**config.mk**
```make
export PLATFORM = sky130hd
export DESIGN_NAME = seed_to_key_transform
export DESIGN_NICKNAME = d
export VERILOG_FILES = /design/src/rtl/skt_pkg.sv /design/src/rtl/skt_mix.sv /design/src/rtl/skt_combine.sv /design/src/rtl/seed_to_key_transform.sv
export SDC_FILE = /design/constraint.sdc
export NUM_CORES = 1
export LEC_CHECK = 0
export ABC_AREA = 1
export BUFFER_PORTS_ARGS = -buffer_cell sky130_fd_sc_hd__buf_2
export CAP_MARGIN = 20
export CORE_MARGIN = 3
export CORE_UTILIZATION = 50
export CTS_CLUSTER_SIZE = 14
export DETAILED_ROUTE_END_ITERATION = 8
export GPL_ROUTABILITY_DRIVEN = 0
export PLACE_DENSITY = 0.7
export SLEW_MARGIN = 15
export SYNTH_ARGS = -nofsm -noshare
export SYNTH_HDL_FRONTEND = slang
export SYNTH_HIERARCHICAL = 1
export SYNTH_SLANG_ARGS = --single-unit
```
**constraint.sdc**
```tcl
create_clock -name clk -period 7.7 [get_ports clk]
set_clock_uncertainty 0.15 [all_clocks]
set_input_delay 0.385 -clock clk [delete_from_list [all_inputs] [get_ports clk]]
set_output_delay 0.385 -clock clk [all_outputs]
set_load 0.05 [all_outputs]
```
**src/rtl/skt_pkg.sv**
```systemverilog
`timescale 1ns / 1ps
// ----------------------------------------------------------------------------
// skt_pkg
// Shared types, tables and helpers for the seed-to-key transform.
// ----------------------------------------------------------------------------
package skt_pkg;

  localparam int unsigned BYTE_W   = 8;
  localparam int unsigned WORD_W   = 16;
  localparam int unsigned KEY_W    = 32;
  localparam int unsigned N_BYTES  = 4;
  localparam int unsigned ODD_W    = 3;
  localparam int unsigned ROT_LEFT = 3;

  typedef logic [N_BYTES-1:0][BYTE_W-1:0] skt_bytes_t;

  typedef struct packed {
    skt_bytes_t             mixed;
    logic [ODD_W-1:0]       odd_count;
  } skt_mixed_t;

  // additive constant chosen by the low two bits of a byte
  function automatic logic [BYTE_W-1:0] add_const(input logic [1:0] sel);
    logic [BYTE_W-1:0] c;
    unique case (sel)
      2'd0: c = 8'd145;
      2'd1: c = 8'd24;
      2'd2: c = 8'd211;
      2'd3: c = 8'd2;
    endcase
    return c;
  endfunction

  // source byte index for permuted byte j, under the odd-byte count
  function automatic logic [1:0] perm_index(input logic [ODD_W-1:0] odd_count,
                                            input logic [1:0] j);
    logic [7:0] row;
    unique case (odd_count)
      3'd0:    row = {2'd0, 2'd2, 2'd3, 2'd1};
      3'd1:    row = {2'd1, 2'd0, 2'd2, 2'd3};
      3'd2:    row = {2'd0, 2'd3, 2'd2, 2'd1};
      3'd3:    row = {2'd3, 2'd2, 2'd0, 2'd1};
      3'd4:    row = {2'd3, 2'd1, 2'd0, 2'd2};
      default: row = {2'd0, 2'd2, 2'd3, 2'd1};
    endcase
    return row[j*2 +: 2];
  endfunction

endpackage

```
**src/rtl/skt_mix.sv**
```systemverilog
`timescale 1ns / 1ps
// ----------------------------------------------------------------------------
// skt_mix
// Per-byte add and rotate of the seed, plus the odd-byte count.
// ----------------------------------------------------------------------------
module skt_mix (
  input  logic [skt_pkg::KEY_W-1:0] seed,
  output skt_pkg::skt_mixed_t       mix
);

  skt_pkg::skt_bytes_t             bytes_mixed;
  logic [skt_pkg::ODD_W-1:0]       odd_sum;

  always_comb begin
    logic [skt_pkg::BYTE_W-1:0] b;
    logic [skt_pkg::BYTE_W-1:0] x;
    odd_sum = '0;
    for (int i = 0; i < skt_pkg::N_BYTES; i++) begin
      // byte 0 is the most significant seed byte
      b = seed[(skt_pkg::N_BYTES-1-i)*skt_pkg::BYTE_W +: skt_pkg::BYTE_W];
      x = b + skt_pkg::add_const(b[1:0]);
      bytes_mixed[i] = {x[skt_pkg::BYTE_W-1-skt_pkg::ROT_LEFT:0],
                        x[skt_pkg::BYTE_W-1 -: skt_pkg::ROT_LEFT]};
      odd_sum = odd_sum + skt_pkg::ODD_W'(bytes_mixed[i][0]);
    end
  end

  assign mix.mixed     = bytes_mixed;
  assign mix.odd_count = odd_sum;

endmodule

```
**src/rtl/skt_combine.sv**
```systemverilog
`timescale 1ns / 1ps
// ----------------------------------------------------------------------------
// skt_combine
// Byte permutation and the two weighted 16-bit words of the key.
// ----------------------------------------------------------------------------
module skt_combine (
  input  skt_pkg::skt_mixed_t       mix,
  output logic [skt_pkg::KEY_W-1:0] key
);

  skt_pkg::skt_bytes_t         n;
  logic [skt_pkg::WORD_W-1:0]  pair0;
  logic [skt_pkg::WORD_W-1:0]  pair1;
  logic [skt_pkg::WORD_W-1:0]  word0;
  logic [skt_pkg::WORD_W-1:0]  word1;

  always_comb begin
    for (int j = 0; j < skt_pkg::N_BYTES; j++) begin
      n[j] = mix.mixed[skt_pkg::perm_index(mix.odd_count, 2'(j))];
    end
  end

  assign pair0 = {n[0], n[1]};
  assign pair1 = {n[2], n[3]};

  // times 3 and times 5 as shift-and-add, wrapping at 16 bits
  assign word0 = pair0 + (pair0 << 1) + (skt_pkg::WORD_W'(n[3]) << 3);
  assign word1 = pair1 + (pair1 << 2) + (skt_pkg::WORD_W'(n[1]) << 3);

  assign key = {word0, word1};

endmodule

```
**src/rtl/seed_to_key_transform.sv**
```systemverilog
`timescale 1ns / 1ps
// path: from seed transaction through the input register, then the result register, to the key transaction
// throughput: one seed per cycle, limited only by the key_ready backpressure
// the input register feeds the mix and combine logic straight into the result register
// reset: synchronous active-high rst empties both registers; no other state
// ----------------------------------------------------------------------------
// seed_to_key_transform
// Two-register pipeline mapping a 32-bit seed to a 32-bit response key.
// ----------------------------------------------------------------------------
module seed_to_key_transform (
  input  logic                      clk,
  input  logic                      rst,
  input  logic                      seed_valid,
  output logic                      seed_ready,
  input  logic [skt_pkg::KEY_W-1:0] seed_value,
  output logic                      key_valid,
  input  logic                      key_ready,
  output logic [skt_pkg::KEY_W-1:0] key_value
);

  logic                      s1_valid;
  logic [skt_pkg::KEY_W-1:0] s1_seed;
  logic [skt_pkg::KEY_W-1:0] key_next;
  logic                      out_advance;
  skt_pkg::skt_mixed_t       mix;

  assign out_advance = !key_valid || key_ready;
  assign seed_ready  = !s1_valid || out_advance;

  always_ff @(posedge clk) begin
    if (rst) begin
      s1_valid <= 1'b0;
    end else if (seed_ready) begin
      s1_valid <= seed_valid;
    end
  end

  always_ff @(posedge clk) begin
    if (seed_valid && seed_ready) begin
      s1_seed <= seed_value;
    end
  end

  skt_mix u_mix (
    .seed (s1_seed),
    .mix  (mix)
  );

  skt_combine u_combine (
    .mix (mix),
    .key (key_next)
  );

  always_ff @(posedge clk) begin
    if (rst) begin
      key_valid <= 1'b0;
    end else if (out_advance) begin
      key_valid <= s1_valid;
    end
  end

  always_ff @(posedge clk) begin
    if (out_advance && s1_valid) begin
      key_value <= key_next;
    end
  end

  a_accept_loads : assert property (@(posedge clk) disable iff (rst)
    (seed_valid && seed_ready) |=> s1_valid)
    else $error("accepted seed not held in input register");

  a_key_from_seed : assert property (@(posedge clk) disable iff (rst)
    (s1_valid && out_advance) |=> (key_valid && key_value == $past(key_next)))
    else $error("result register does not hold the transformed seed");

  a_stall_holds : assert property (@(posedge clk) disable iff (rst)
    (s1_valid && !out_advance) |=> (s1_valid && $stable(s1_seed)))
    else $error("input register lost a transaction during a stall");

  a_drain : assert property (@(posedge clk) disable iff (rst)
    (!s1_valid && key_valid && key_ready) |=> !key_valid)
    else $error("key repeated after its transaction");

endmodule

```
==> After elaboration in Yosys (flattened, before gate mapping) <==
Cells that the tools add are included.
{ "totals": {"elab_cells": 58, "out_inout_bits": 34, "ff_bits": 66} }
{ "op_classes": {"n_addsub": 11, "n_mux": 13, "n_reduce_logical": 10, "eq_ne": 16, "n_lt_le_gt_ge": 4} }
{ "op_table": {"columns": ["cell", "n"], "rows": [
  ["$pmux W8 S4", 5],
  ["$bmux W8 S2", 4],
  ["$add A16 B11 Y16", 2],
  ["$add A16 B16 Y16", 2],
  ["$add A8 B8 Y8", 4],
  ["$mux W8", 4],
  ["$eq A2 B2 Y1 const B", 8],
  ["$lt A2 B3 Y1 const B", 4],
  ["$eq A2 B1 Y1 const B", 4],
  ["$logic_not A2 Y1", 4],
  ["$add A3 B1 Y3", 2],
  ["$eq A3 B2 Y1 const B", 2],
  ["$eq A3 B1 Y1 const B", 1],
  ["$eq A3 B3 Y1 const B", 1],
  ["$add A1 B1 Y2", 1],
  ["$logic_and A1 B1 Y1", 2],
  ["$logic_not A1 Y1", 2],
  ["$logic_or A1 B1 Y1", 2]
]} }

==> Longest topological paths before layout <==
{ "depth": {"word_depth": 12, "ltp_mapped": 36, "ltp_nobuf": 36} }

==> Cells and area by module <==
Netlist, hierarchy kept.
{ "by_module_without_submodules": {"columns": ["mod", "area_each_um2", "seq_area_each_um2", "cells_per_inst", "n_inst"], "rows": [
  ["skt_combine", 2857.7, 0.0, 499, 1],
  ["seed_to_key_transform", 2013.2, 1961.9, 76, 1],
  ["skt_mix", 1273.7, 0.0, 227, 1]
]} }

==> Worst setup path after synthesis <==
No wires, ideal clock.
{ "synth_timing": {"path_kind": "register -> register", "start": "register s1_seed[24] in the netlist's numbering", "end": "register key_value[13] in the netlist's numbering, data pin", "synth_period_minus_slack_ps": 5697, "stages_incl_launch_ff": 33, "n_path_buf": 2, "arrival_ps": 5287, "setup_slack_ps": 2003, "setup_time_ps": 260, "cell_sequence": "edfxtp_1 inv_1 nor2_1 ha_1 nand2_1 inv_1 a21oi_1 nand2_1 nand2_1 nand2_1 fa_1 ha_1 ha_1 inv_2 nand2_1 nand2_1 nand2_2 buf_4 buf_4 o22ai_1 a21oi_1 inv_1 fa_1 inv_1 ha_1 inv_1 fa_1 o21ai_0 inv_1 o21ai_0 nand2_1 nand2_1 xor2_1"} }
{ "synth_lines": {"columns": ["item", "line", "rtl"], "rows": [
  ["from (decl)", "seed_to_key_transform.sv:22", "logic [skt_pkg::KEY_W-1:0] s1_seed;"],
  ["from (signal assigned)", "seed_to_key_transform.sv:40", "s1_seed <= seed_value;"],
  ["to (signal assigned)", "seed_to_key_transform.sv:64", "key_value <= key_next;"],
  ["to (decl)", "seed_to_key_transform.sv:18", "output logic [skt_pkg::KEY_W-1:0] key_value"]
]} }

==> flow_metrics.py <==
metrics = {
    "placed_design": {
        "port-buffer-count": 69,
        "post-dp-hpwl_microns": 10800,
    },
    "worst_setup_path": {
        "worst_path_max_delay_cell": "fa_1",
        "cp_data_required_time_ns": 7.64,
        "path_common_cell": "nand2_1",
        "slowest_delay_ns": 0.52,
        "rrSetupSlack_ns": 1.14,
        "r2r-start": "s1_seed[24]$_DFFE_PP_",
        "worstReg2RegEnd": "key_value[13]$_DFFE_PP_",
        "crit_fanout": 24,
        "worstSetupEndpointType": "flop",
        "crit_type": "flop to flop",
        "reg2reg_depth": 30,
        "path_delay_family": "adder cells",
        "crit_arrival_ns": 6.50,
        "cp-start-kind": "flop",
        "path_buf_inv": 7,
    },
    "layout": {
        "areaGrowthSynthToFinish_pct": 12.0,
        "final_nets": 985,
        "diodes": 0,
        "final_util_pct": 58.8,
        "multiInputGateArea_sq_mm": 0.00352,
        "drive_above_1_share_pct": 13.2,
        "regArea_sq_mm": 0.00196,
        "n_fill_cell": 1082,
    },
    "synthesis": {
        "synth_top_area_share_pct": 31.3,
        "synth_fp_nets": 920,
        "ys_seq_area_share_pct": 31.9,
        "synthTopCellsByArea": "edfxtp_1 31%, ha_1 14%, nand2_1 14%, inv_1 8.9%, nand3_1 4.3%",
        "synth_edf_count": 64,
        "yosysTopAreaCell": "edfxtp_1",
        "ys_types": 35,
        "synth_cells": 802,
        "synth_ff_type": "edfxtp_1",
        "syn-cell-area_sq_mm": 0.00614,
        "async_reset_ff_share_pct": 0,
        "ys_top_cells_by_count": "225 x nand2_1, 146 x inv_1, 69 x ha_1",
        "yosys_warnings": 6,
        "synth_seq_cells": 66,
        "yosysMostFrequentCell": "nand2_1",
        "syn_avg_cell_area_sq_um": 7.66,
    },
    "detailed_routing": {
        "drtIter0Drc": 473,
        "wl_per_cell_microns": 13.3,
        "postRouteWirelength_microns": 13500,
        "drtAntennaViolNets": 0,
        "drtPass1Iterations": 6,
        "drc": 0,
        "num_vias": 5413,
        "vias_per_cell": 5.33,
    },
    "sta": {
        "tns_ns": 0,
        "rsz0062_at_grt": "no",
        "relSlewSlack_pct": 35.4,
        "finalMaxSlewViolations": 0,
        "tightest_slew_ns": 0.966,
        "clock.fmax_mhz": 153,
        "fin_crit_sh_pct": 85.2,
        "setup_viol": 0,
        "whs_ns": 0.0654,
        "fin_crit_ns": 6.56,
        "hold_viol_final": 0,
    },
    "grt": {
        "gr-total-overflow": 0,
        "grt_usage_pct": 20.7,
        "antenna_found_initial": 0,
        "grt_max_degree": 33,
        "grt_pass1_wl_microns": 22400,
        "grt_pass1_vias": 5143,
    },
    "clocking": {
        "clk_latency_ns": 0.34,
        "cts.htree.levels": 3,
        "clock_sinks": 66,
        "ctsRootBufferMaster": "clkbuf_16",
        "cts_buffers": 9,
        "clkTransAtPathRegs_ns": 0.05,
        "cts_setup_buffers": 0,
        "cts_tree": "done",
        "cts_buffer_depth": 2,
        "cts_resized": 0,
        "cts_hold_buffers": 0,
    },
    "outcome": {
        "status": "completed",
    },
    "die": {
        "die-area_sq_mm": 0.0137,
        "rows": 39,
        "chipWidth_microns": 117,
        "coreArea_sq_mm": 0.0117,
        "initial_utilization_pct": 52.5,
        "die_h_microns": 117,
        "ios": 70,
    },
    "worst_hold_path": {
        "hold_path_class": "primary input to flop",
        "min_from": "rst",
        "hold_path_depth": 2,
        "holdPathEnd": "s1_valid$_SDFFE_PP0P_",
    },
    "job": {
        "maxCapViolCount": 0,
    },
}
-- layer usage --
layer	routed length, microns	up-vias	share of wire [%]	track usage [%]
met5	0	-	0	0
met4	441	0	3.3	9.17
met3	816	39	6.0	5.09
met2	6590	208	49	35.6
met1	5690	2416	42	24.5
li1	-	2750	-	-
-- cell type report --
type / instances / share of cell area [%]
flip-flops and latches: 66 / 28.5
well taps: 143 / 2.60
clock buffers: 13 / 3.49
inverters: 158 / 8.62
multi-input cells: 562 / 51.1
repair buffers: 70 / 5.13
clock inverters: 3 / 0.582
-- how the worst max path moves through the flow --
stage | from | to | slack (ns) | cells past startpoint
final | s1_seed[24]$_DFFE_PP_ | key_value[13]$_DFFE_PP_ | 1.14 | 30
after global routing | s1_seed[24]$_DFFE_PP_ | key_value[13]$_DFFE_PP_ | 0.66 | 31
after CTS | s1_seed[24]$_DFFE_PP_ | key_value[13]$_DFFE_PP_ | 1.26 | 30
after detailed placement | s1_seed[24]$_DFFE_PP_ | key_value[13]$_DFFE_PP_ | 1.28 | 30
after global placement | s1_seed[24]$_DFFE_PP_ | key_value[15]$_DFFE_PP_ | 1.45 | 30
after floorplan | s1_seed[24]$_DFFE_PP_ | key_value[13]$_DFFE_PP_ | 2.00 | 32
-- metrics by stage --
step	instances	area, sq um	setup WS (ns)
after CTS	1015	6880	1.26
after detailed placement	999	6600	1.28
after floorplan	802	6140	2.00
after global placement	999	6600	1.45
after global routing	1015	6880	0.661
final	1015	6880	1.14
-- kinds of logic (layout without fill, tap and decap cells) --
group / Yosys count / after routing / share of synthesized area (%)
xor gates and xnor gates: 36 / 36 / 5.13
buffers and inverters: 174 / 244 / 11.0
AOI/OAI and AO/OA: 115 / 115 / 11.1
DFF: 66 / 66 / 31.9
adders and majority gates: 82 / 82 / 18.3
and+or+nand+nor: 329 / 329 / 22.5
-- placed cells by master, fill, tap and decap left out, types with 2 or more instances in the layout --
cell type / count
a21boi_0: 2
a21o_1: 4
a21oi_1: 30
a21oi_2: 6
a31oi_1: 4
buf_2: 69
clkbuf_1: 4
clkbuf_16: 9
clkinv_2: 2
dfxtp_1: 2
edfxtp_1: 64
fa_1: 13
ha_1: 69
inv_1: 145
inv_2: 13
nand2_1: 225
nand2_2: 4
nand3_1: 53
nand3_2: 4
nand4_1: 12
nor2_1: 26
o2111ai_1: 2
o211ai_1: 14
o21ai_0: 31
o21ai_1: 10
o21ai_2: 2
o22ai_1: 7
xnor2_1: 11
xor2_1: 25
-- registers in the layout, summed over array words and instances, names as in the netlist --
register and flops:
key_value 32, s1_valid 1, s1_seed 32, key_valid 1
Power is left out: the tool's default activity adds up to more than one toggle a clock period on the data nets, which glitch-free logic cannot reach.
